File: config.mk
export PLATFORM = sky130hd
export DESIGN_NAME = mqtt_rx_packet_deframer_top
export DESIGN_NICKNAME = d
export VERILOG_FILES = /design/src/mqttrx_pkg.sv /design/src/mqttrx_in_stage.sv /design/src/mqttrx_parser.sv /design/src/mqttrx_out_stage.sv /design/src/mqtt_rx_packet_deframer_top.sv
export SDC_FILE = /design/constraint.sdc
export NUM_CORES = 1
export LEC_CHECK = 0
export BUFFER_PORTS_ARGS = -buffer_cell sky130_fd_sc_hd__buf_2
export CORE_MARGIN = 8
export CORE_UTILIZATION = 60
export CTS_CLUSTER_DIAMETER = 120
export DETAILED_ROUTE_END_ITERATION = 10
export PLACE_DENSITY_LB_ADDON = 0.1
export SKIP_CTS_REPAIR_TIMING = 1
export SYNTH_ARGS = -nofsm -noshare
export SYNTH_HDL_FRONTEND = slang
export SYNTH_HIERARCHICAL = 1
export SYNTH_SLANG_ARGS = --single-unit
File: constraint.sdc
create_clock -name clk -period 7.7 [get_ports clk]
set_input_delay 0 -clock clk [delete_from_list [all_inputs] [get_ports clk]]
set_output_delay 0 -clock clk [all_outputs]
set_load 0.03 [all_outputs]
File: src/mqttrx_pkg.sv
// ---------------------------------------------------------------------------
// mqttrx_pkg
// Types and constants shared by the MQTT receive deframer modules.
// ---------------------------------------------------------------------------
package mqttrx_pkg;

    typedef enum logic [1:0] {
        KIND_HEADER  = 2'd0,
        KIND_TOPIC   = 2'd1,
        KIND_PAYLOAD = 2'd2
    } byte_kind_t;

    localparam logic [3:0] TYPE_CONNACK  = 4'h2;
    localparam logic [3:0] TYPE_PUBLISH  = 4'h3;
    localparam logic [3:0] TYPE_PINGRESP = 4'hD;

    localparam logic [7:0] TYPE_MASK     = 8'hF0;
    localparam logic [7:0] QOS_MASK      = 8'h06;
    localparam logic [7:0] LEN_MASK      = 8'h7F;
    localparam logic [7:0] LEN_CONT      = 8'h80;

    localparam int         LEN_BYTES_MAX = 4;

    typedef struct packed {
        logic [7:0] rx_byte;
        logic       session_open;
    } in_item_t;

    typedef struct packed {
        byte_kind_t  byte_kind;
        logic [7:0]  data_byte;
        logic        packet_end;
        logic [3:0]  packet_type;
        logic [1:0]  qos_level;
        logic [15:0] message_id;
        logic        ack_needed;
        logic        connack_accepted;
        logic        ping_response;
        logic        topic_truncated;
    } result_t;

endpackage

File: src/mqttrx_in_stage.sv
// ---------------------------------------------------------------------------
// mqttrx_in_stage
// Input register: holds one received transaction until the parser takes it.
// ---------------------------------------------------------------------------
module mqttrx_in_stage (
    input  logic                clk,
    input  logic                rst_n,
    input  logic                s_valid,
    output logic                s_ready,
    input  mqttrx_pkg::in_item_t s_item,
    input  logic                advance,
    output logic                item_valid,
    output mqttrx_pkg::in_item_t item
);
    import mqttrx_pkg::*;

    logic     vld_reg;
    logic     vld_next;
    in_item_t item_reg;

    assign s_ready    = !vld_reg || advance;
    assign item_valid = vld_reg;
    assign item       = item_reg;

    always_comb
    begin
        vld_next = vld_reg;
        if (s_ready)
        begin
            vld_next = s_valid;
        end
    end

    always_ff @(posedge clk or negedge rst_n)
    begin
        if (!rst_n)
        begin
            vld_reg <= 1'b0;
        end
        else
        begin
            vld_reg <= vld_next;
        end
    end

    always_ff @(posedge clk)
    begin
        if (s_ready && s_valid)
        begin
            item_reg <= s_item;
        end
    end

endmodule

File: src/mqttrx_parser.sv
// ---------------------------------------------------------------------------
// mqttrx_parser
// Packet state and the per-byte decode of fixed header, length and body.
// ---------------------------------------------------------------------------
module mqttrx_parser #(
    parameter int MAX_TOPIC_BYTES = 63
) (
    input  logic                 clk,
    input  logic                 rst_n,
    input  logic                 fire,
    input  mqttrx_pkg::in_item_t item,
    output logic                 produce,
    output mqttrx_pkg::result_t  result
);
    import mqttrx_pkg::*;

    localparam logic [15:0] MaxTopic = 16'(MAX_TOPIC_BYTES);

    typedef enum logic [2:0] {
        PH_IDLE    = 3'd0,
        PH_LEN     = 3'd1,
        PH_TLEN    = 3'd2,
        PH_TOPIC   = 3'd3,
        PH_MSGID   = 3'd4,
        PH_PAYLOAD = 3'd5,
        PH_OTHER   = 3'd6
    } phase_t;

    phase_t      phase_reg, phase_next;
    logic [3:0]  type_reg, type_next;
    logic [1:0]  qos_reg, qos_next;
    logic [27:0] rl_reg, rl_next;
    logic [2:0]  lcnt_reg, lcnt_next;
    logic [27:0] bc_reg, bc_next;
    logic [15:0] tl_reg, tl_next;
    logic [15:0] tseen_reg, tseen_next;
    logic [15:0] id_reg, id_next;
    logic [7:0]  conn_reg, conn_next;

    always_comb
    begin
        logic [7:0]  b;
        logic [27:0] len_bits;
        logic [28:0] consumed;
        logic [29:0] need_id;
        logic        id_follows;
        phase_t      after_topic;
        logic        pkt_end;
        byte_kind_t  kind;
        logic        id_ok;

        b           = item.rx_byte;
        phase_next  = phase_reg;
        type_next   = type_reg;
        qos_next    = qos_reg;
        rl_next     = rl_reg;
        lcnt_next   = lcnt_reg;
        bc_next     = bc_reg;
        tl_next     = tl_reg;
        tseen_next  = tseen_reg;
        id_next     = id_reg;
        conn_next   = conn_reg;
        pkt_end     = 1'b0;
        kind        = KIND_HEADER;
        len_bits    = '0;

        // a topic is followed by a message id only if two body bytes remain
        consumed    = {1'b0, bc_reg} + 29'd1;
        need_id     = {1'b0, consumed} + 30'd2;
        id_follows  = (qos_reg != 2'd0) && ({2'b0, rl_reg} >= need_id);
        after_topic = id_follows ? PH_MSGID : PH_PAYLOAD;

        unique case (lcnt_reg[1:0])
            2'd0: len_bits = {21'd0, b[6:0] & LEN_MASK[6:0]};
            2'd1: len_bits = {14'd0, b[6:0], 7'd0};
            2'd2: len_bits = {7'd0, b[6:0], 14'd0};
            2'd3: len_bits = {b[6:0], 21'd0};
            default: len_bits = '0;
        endcase

        if (!item.session_open)
        begin
            phase_next = PH_IDLE;
            type_next  = '0;
            qos_next   = '0;
            rl_next    = '0;
            lcnt_next  = '0;
            bc_next    = '0;
            tl_next    = '0;
            tseen_next = '0;
            id_next    = '0;
            conn_next  = '0;
        end
        else if (phase_reg == PH_IDLE)
        begin
            type_next  = 4'((b & TYPE_MASK) >> 4);
            qos_next   = 2'((b & QOS_MASK) >> 1);
            rl_next    = '0;
            lcnt_next  = '0;
            bc_next    = '0;
            tl_next    = '0;
            tseen_next = '0;
            id_next    = '0;
            conn_next  = '0;
            phase_next = PH_LEN;
        end
        else if (phase_reg == PH_LEN)
        begin
            rl_next   = rl_reg | len_bits;
            lcnt_next = lcnt_reg + 3'd1;
            if ((b & LEN_CONT) == 8'd0 || lcnt_next >= 3'(LEN_BYTES_MAX))
            begin
                if (rl_next == 28'd0)
                begin
                    pkt_end    = 1'b1;
                    phase_next = PH_IDLE;
                end
                else
                begin
                    phase_next = (type_reg == TYPE_PUBLISH) ? PH_TLEN : PH_OTHER;
                end
            end
        end
        else
        begin
            unique case (phase_reg)
                PH_TLEN:
                begin
                    tl_next = {tl_reg[7:0], b};
                    if (bc_reg != 28'd0)
                    begin
                        phase_next = (tl_next != 16'd0) ? PH_TOPIC : after_topic;
                    end
                end
                PH_TOPIC:
                begin
                    if (tseen_reg < MaxTopic)
                    begin
                        kind = KIND_TOPIC;
                    end
                    tseen_next = tseen_reg + 16'd1;
                    if (tseen_next >= tl_reg)
                    begin
                        phase_next = after_topic;
                    end
                end
                PH_MSGID:
                begin
                    id_next = {id_reg[7:0], b};
                    if (bc_reg >= {11'd0, {1'b0, tl_reg} + 17'd3})
                    begin
                        phase_next = PH_PAYLOAD;
                    end
                end
                PH_PAYLOAD:
                begin
                    kind = KIND_PAYLOAD;
                end
                default:
                begin
                    if (bc_reg == 28'd1)
                    begin
                        conn_next = b;
                    end
                end
            endcase
            bc_next = consumed[27:0];
            if (consumed >= {1'b0, rl_reg})
            begin
                pkt_end    = 1'b1;
                phase_next = PH_IDLE;
            end
        end

        id_ok = (type_next == TYPE_PUBLISH) && (qos_next != 2'd0)
                && (rl_next >= {11'd0, {1'b0, tl_next} + 17'd4});

        produce                 = item.session_open;
        result.byte_kind        = kind;
        result.data_byte        = b;
        result.packet_end       = pkt_end;
        result.packet_type      = type_next;
        result.qos_level        = qos_next;
        result.message_id       = (pkt_end && id_ok) ? id_next : 16'd0;
        result.ack_needed       = pkt_end && id_ok;
        result.connack_accepted = pkt_end && (type_next == TYPE_CONNACK)
                                  && (rl_next >= 28'd2) && (conn_next == 8'd0);
        result.ping_response    = pkt_end && (type_next == TYPE_PINGRESP);
        result.topic_truncated  = pkt_end && (tseen_next > MaxTopic);
    end

    always_ff @(posedge clk or negedge rst_n)
    begin
        if (!rst_n)
        begin
            phase_reg <= PH_IDLE;
            type_reg  <= '0;
            qos_reg   <= '0;
            rl_reg    <= '0;
            lcnt_reg  <= '0;
            bc_reg    <= '0;
            tl_reg    <= '0;
            tseen_reg <= '0;
            id_reg    <= '0;
            conn_reg  <= '0;
        end
        else if (fire)
        begin
            phase_reg <= phase_next;
            type_reg  <= type_next;
            qos_reg   <= qos_next;
            rl_reg    <= rl_next;
            lcnt_reg  <= lcnt_next;
            bc_reg    <= bc_next;
            tl_reg    <= tl_next;
            tseen_reg <= tseen_next;
            id_reg    <= id_next;
            conn_reg  <= conn_next;
        end
    end

endmodule

File: src/mqttrx_out_stage.sv
// ---------------------------------------------------------------------------
// mqttrx_out_stage
// Result register: holds one decoded byte until the sink takes it.
// ---------------------------------------------------------------------------
module mqttrx_out_stage (
    input  logic                clk,
    input  logic                rst_n,
    input  logic                load_valid,
    input  mqttrx_pkg::result_t load_result,
    output logic                open,
    output logic                m_valid,
    input  logic                m_ready,
    output mqttrx_pkg::result_t m_result
);
    import mqttrx_pkg::*;

    logic    vld_reg;
    logic    vld_next;
    result_t res_reg;

    assign open     = !vld_reg || m_ready;
    assign m_valid  = vld_reg;
    assign m_result = res_reg;

    always_comb
    begin
        vld_next = vld_reg;
        if (open)
        begin
            vld_next = load_valid;
        end
    end

    always_ff @(posedge clk or negedge rst_n)
    begin
        if (!rst_n)
        begin
            vld_reg <= 1'b0;
        end
        else
        begin
            vld_reg <= vld_next;
        end
    end

    always_ff @(posedge clk)
    begin
        if (open && load_valid)
        begin
            res_reg <= load_result;
        end
    end

endmodule

File: src/mqtt_rx_packet_deframer_top.sv
// ---------------------------------------------------------------------------
// mqtt_rx_packet_deframer_top
// MQTT receive deframer: splits a client's byte stream into tagged packets.
// ---------------------------------------------------------------------------
// Takes one received stream byte per transaction and returns one tagged byte
// per transaction while tuser says the session is open; a byte taken with the
// session closed returns nothing and returns the parser to its reset state.
// Throughput is one byte per clock cycle while m_axis_tready does not stall
// the output: the byte is registered, decoded combinationally against the
// packet state (that state update is the loop that sets the rate) and
// registered again at the output. The message id and flags of a packet appear
// only on the transaction that carries tlast.
module mqtt_rx_packet_deframer_top #(
    parameter int MAX_TOPIC_BYTES = 63
) (
    input  logic        clk,
    input  logic        rst_n,
    input  logic        s_axis_tvalid,
    output logic        s_axis_tready,
    input  logic [7:0]  s_axis_tdata,   // rx_byte
    input  logic        s_axis_tuser,   // session_open
    output logic        m_axis_tvalid,
    input  logic        m_axis_tready,
    // data_byte, packet_type, qos_level, message_id, ack_needed,
    // connack_accepted, ping_response, topic_truncated, zero fill
    output logic [39:0] m_axis_tdata,
    output logic [1:0]  m_axis_tuser,   // byte_kind
    output logic        m_axis_tlast    // packet_end
);
    import mqttrx_pkg::*;

    in_item_t s_item;
    in_item_t item;
    logic     item_valid;
    logic     out_open;
    logic     fire;
    logic     produce;
    result_t  result;
    result_t  m_result;

    assign s_item.rx_byte      = s_axis_tdata;
    assign s_item.session_open = s_axis_tuser;
    assign fire                = item_valid && out_open;

    mqttrx_in_stage u_in (
        .clk        (clk),
        .rst_n      (rst_n),
        .s_valid    (s_axis_tvalid),
        .s_ready    (s_axis_tready),
        .s_item     (s_item),
        .advance    (out_open),
        .item_valid (item_valid),
        .item       (item)
    );

    mqttrx_parser #(
        .MAX_TOPIC_BYTES (MAX_TOPIC_BYTES)
    ) u_parser (
        .clk     (clk),
        .rst_n   (rst_n),
        .fire    (fire),
        .item    (item),
        .produce (produce),
        .result  (result)
    );

    mqttrx_out_stage u_out (
        .clk         (clk),
        .rst_n       (rst_n),
        .load_valid  (fire && produce),
        .load_result (result),
        .open        (out_open),
        .m_valid     (m_axis_tvalid),
        .m_ready     (m_axis_tready),
        .m_result    (m_result)
    );

    assign m_axis_tdata = {6'd0,
                           m_result.topic_truncated,
                           m_result.ping_response,
                           m_result.connack_accepted,
                           m_result.ack_needed,
                           m_result.message_id,
                           m_result.qos_level,
                           m_result.packet_type,
                           m_result.data_byte};
    assign m_axis_tuser = m_result.byte_kind;
    assign m_axis_tlast = m_result.packet_end;

    // per-packet summary only on the closing byte
    assert property (@(posedge clk) disable iff (!rst_n)
        m_axis_tvalid && !m_axis_tlast |->
            m_axis_tdata[33:30] == 4'd0 && m_axis_tdata[29:14] == 16'd0)
        else $error("summary fields set before end of packet");

    assert property (@(posedge clk) disable iff (!rst_n)
        m_axis_tvalid && m_axis_tdata[30] |->
            m_axis_tdata[11:8] == TYPE_PUBLISH && m_axis_tdata[13:12] != 2'd0)
        else $error("ack owed for a packet that is not a QoS PUBLISH");

    assert property (@(posedge clk) disable iff (!rst_n)
        m_axis_tvalid && (m_axis_tuser == KIND_TOPIC || m_axis_tuser == KIND_PAYLOAD) |->
            m_axis_tdata[11:8] == TYPE_PUBLISH)
        else $error("topic or payload byte outside a PUBLISH");

    assert property (@(posedge clk) disable iff (!rst_n)
        fire && !item.session_open |=> !m_axis_tvalid)
        else $error("result produced for a byte taken with the session closed");

endmodule
==> results.yml <==
place:
  numPortBuffers: 51
  placedCellCount: 1712
  place_area_mm2: 0.0131
  dp_hpwl_um: 27300
  place_ws_ns: 2.45
  gp_congestion: 0.934
power_and_ir_drop:
  power.leakage_nw: 5.92
  ir_drop_mv: 0.151
  power.density_mw_per_mm2: 220
  power_mw: 3.05
synth:
  ys_types: 80
  synth_edf_count: 46
  yosysMostFrequentCell: "nand2_1"
  ys_ff_latch: 172
  synth_area_leaders: "dfrtp_1, ha_1, edfxtp_1"
  ys_seq_area_frac: 0.351
  synth_area_leader_cell: "dfrtp_1"
  synthArstFlopShare: 0.733
  synth_area_mm2: 0.0129
  yosysTopAreaCellShare: 0.244
  yosys-top-cells-count: "nand2_1, dfrtp_1, o21ai_0"
  synthCells: 1481
  synth_flop_cell: "dfrtp_1"
  ys_warn_count: 6
  synth_area_per_cell_um2: 8.73
layout:
  fin_util: 0.657
  finalInstanceArea_mm2: 0.0139
  stdcell_count: 1758
  largest_reg_flops: 37
  antenna_cells: 0
  drive_gt1_frac: 0.0904
  fillCellCount: 1746
  areaGrowthSynthToFinish_pct: 7.25
  nets: 1602
global_routing:
  grt_max_degree: 84
  grt_pass1_wl_um: 58400
  grt-ovfl-total: 0
  track_usage: 0.278
  grt_antenna_before_repair: 1
  grt_pass1_vias: 10500
critical_path:
  worst_setup_path_end_kind: "flip-flop"
  critPathSlowestCell: "nor4b_1"
  critPathKind: "flip-flop to flip-flop"
  startpoint_type: "flip-flop"
  crit_arrival_ns: 5.57
  slowest_delay_ns: 0.75
  crit_fanout: 18
  required_ns: 7.84
  cp_cell_sequence: "ha_1 -> nand2_1 -> nor3_1 -> nand2_1 -> xnor2_1 -> ha_1 -> a211oi_1 -> and3b_1 -> o221ai_1 -> and3_1 -> nor4b_1 -> a21o_1 -> a211o_1 -> nor4_1"
  r2r_slack_ns: 2.27
routing:
  wl_met2_um: 16700
  avgRoutedWirePerCell_um: 21.2
  drcViolationCount: 0
  wl_met1_um: 16500
  met3WireLength_um: 2970
  highest_layer: "met4"
  first_pass_iters: 5
  ant_nets: 0
  wirelength_um: 37200
  drt_iter0_markers: 1049
  dr_total_vias: 11300
  vias_per_cell: 6.45
status:
  outcome: "finished clean"
floorplanning:
  die_h_um: 163
  rows: 53
  die_w_um: 163
  num_io_pins: 58
  core_mm2: 0.0211
  die_area_mm2: 0.0265
  start_util: 0.613
timing:
  fin_skew_ns: 0.0163
  slew_headroom: 0.231
  fin_crit_ns: 5.43
  fmaxAchievable_ghz: 0.184
  hold_ws_ns: 0.288
  worst_pin_slew_ns: 1.15
  worst_slack_ns: 2.27
  rsz0062_at_grt: "no"
  setup_viol: 0
  fin_tns_setup_ns: 0
  hold_violations: 0
  maxSlewViolCount: 0
  finalCritPeriodShare: 0.705
cts:
  numCtsBuffers: 17
  clk_pin_slew_worst_paths_ns: 0.08
  cts_num_sinks: 172
  clockBufferDepth: 2
  htreeDepth: 4
  cts_tree: "done"
  root_buffer: "clkbuf_16"
  clk_latency_ns: 0.44
worst_hold_path:
  hp-class: "primary input to flip-flop"
run:
  cap_viol_max_count: 0
metal layers:
layer,vias to the layer above,global-route usage
li1,5317,-
met1,5488,0.385
met2,471,0.426
met3,65,0.0465
met4,0,0.111
met5,-,0
final cells by class:
type | instances | area, um^2 | area share
clock inverter | 15 | 183 | 0.0132
multi-input combinational | 1108 | 7530 | 0.543
sequential | 172 | 4530 | 0.327
timing repair buffer | 78 | 495 | 0.0357
tap | 275 | 344 | 0.0248
inverter | 93 | 349 | 0.0252
clock buffer | 17 | 425 | 0.0307
final timing paths:
kind,startpoint,to,cells after the start
max,u_parser/bc_reg[0],u_out/m_result[18],14
min,s_axis_tdata[6],u_in/item[7],2
max reg2reg,u_parser/bc_reg[0],u_out/m_result[18],14
min reg2reg,u_parser/conn_reg[1],u_parser/conn_reg[1],1
max in group asynchronous,rst_n,u_parser/conn_reg[0],4
min in group asynchronous,rst_n,u_parser/id_reg[1],3
logic make-up after synthesis:
group,Yosys count,share of synthesized area
AO/OA/AOI/OAI,363,0.178
XOR/XNOR,98,0.0664
adder cells (fa/ha/maj),119,0.115
buffers and inverters,206,0.0693
flip-flops,172,0.351
multiplexers,15,0.0124
other,1,0.000290
AND/OR/NAND/NOR,507,0.207
layout by cell type, fill, tap and decap left out, types with 19 or more instances in the layout:
| cell type | instances |
|---|---|
| a21o_1 | 20 |
| nor4_1 | 44 |
| nand4_1 | 30 |
| buf_2 | 50 |
| nand2_1 | 156 |
| inv_1 | 92 |
| a21oi_1 | 51 |
| nor2_1 | 76 |
| a22o_1 | 19 |
| edfxtp_1 | 46 |
| xnor2_1 | 62 |
| a22oi_1 | 32 |
| nand3_1 | 54 |
| dfrtp_1 | 126 |
| o21ai_0 | 126 |
| o22ai_1 | 21 |
| nor3_1 | 32 |
| xor2_1 | 36 |
| ha_1 | 119 |
power breakdown:
part           switching (mW)  internal (mW)  leakage, nW
Combinational           0.684          0.348         3.44
Clock                   0.439          0.444        0.294
Sequential              0.119           1.01         2.18
Total                    1.24           1.81         5.92
worst max-delay path: cells and delay by family (launching register included):
family | cells | cell delay [ns]
xor+xnor | 1 | 0.35
simple gates | 7 | 2.13
fa+ha+maj | 2 | 0.90
compound gates | 4 | 1.14
flops | 1 | 0.60
Power figures use the tool's default switching activity.
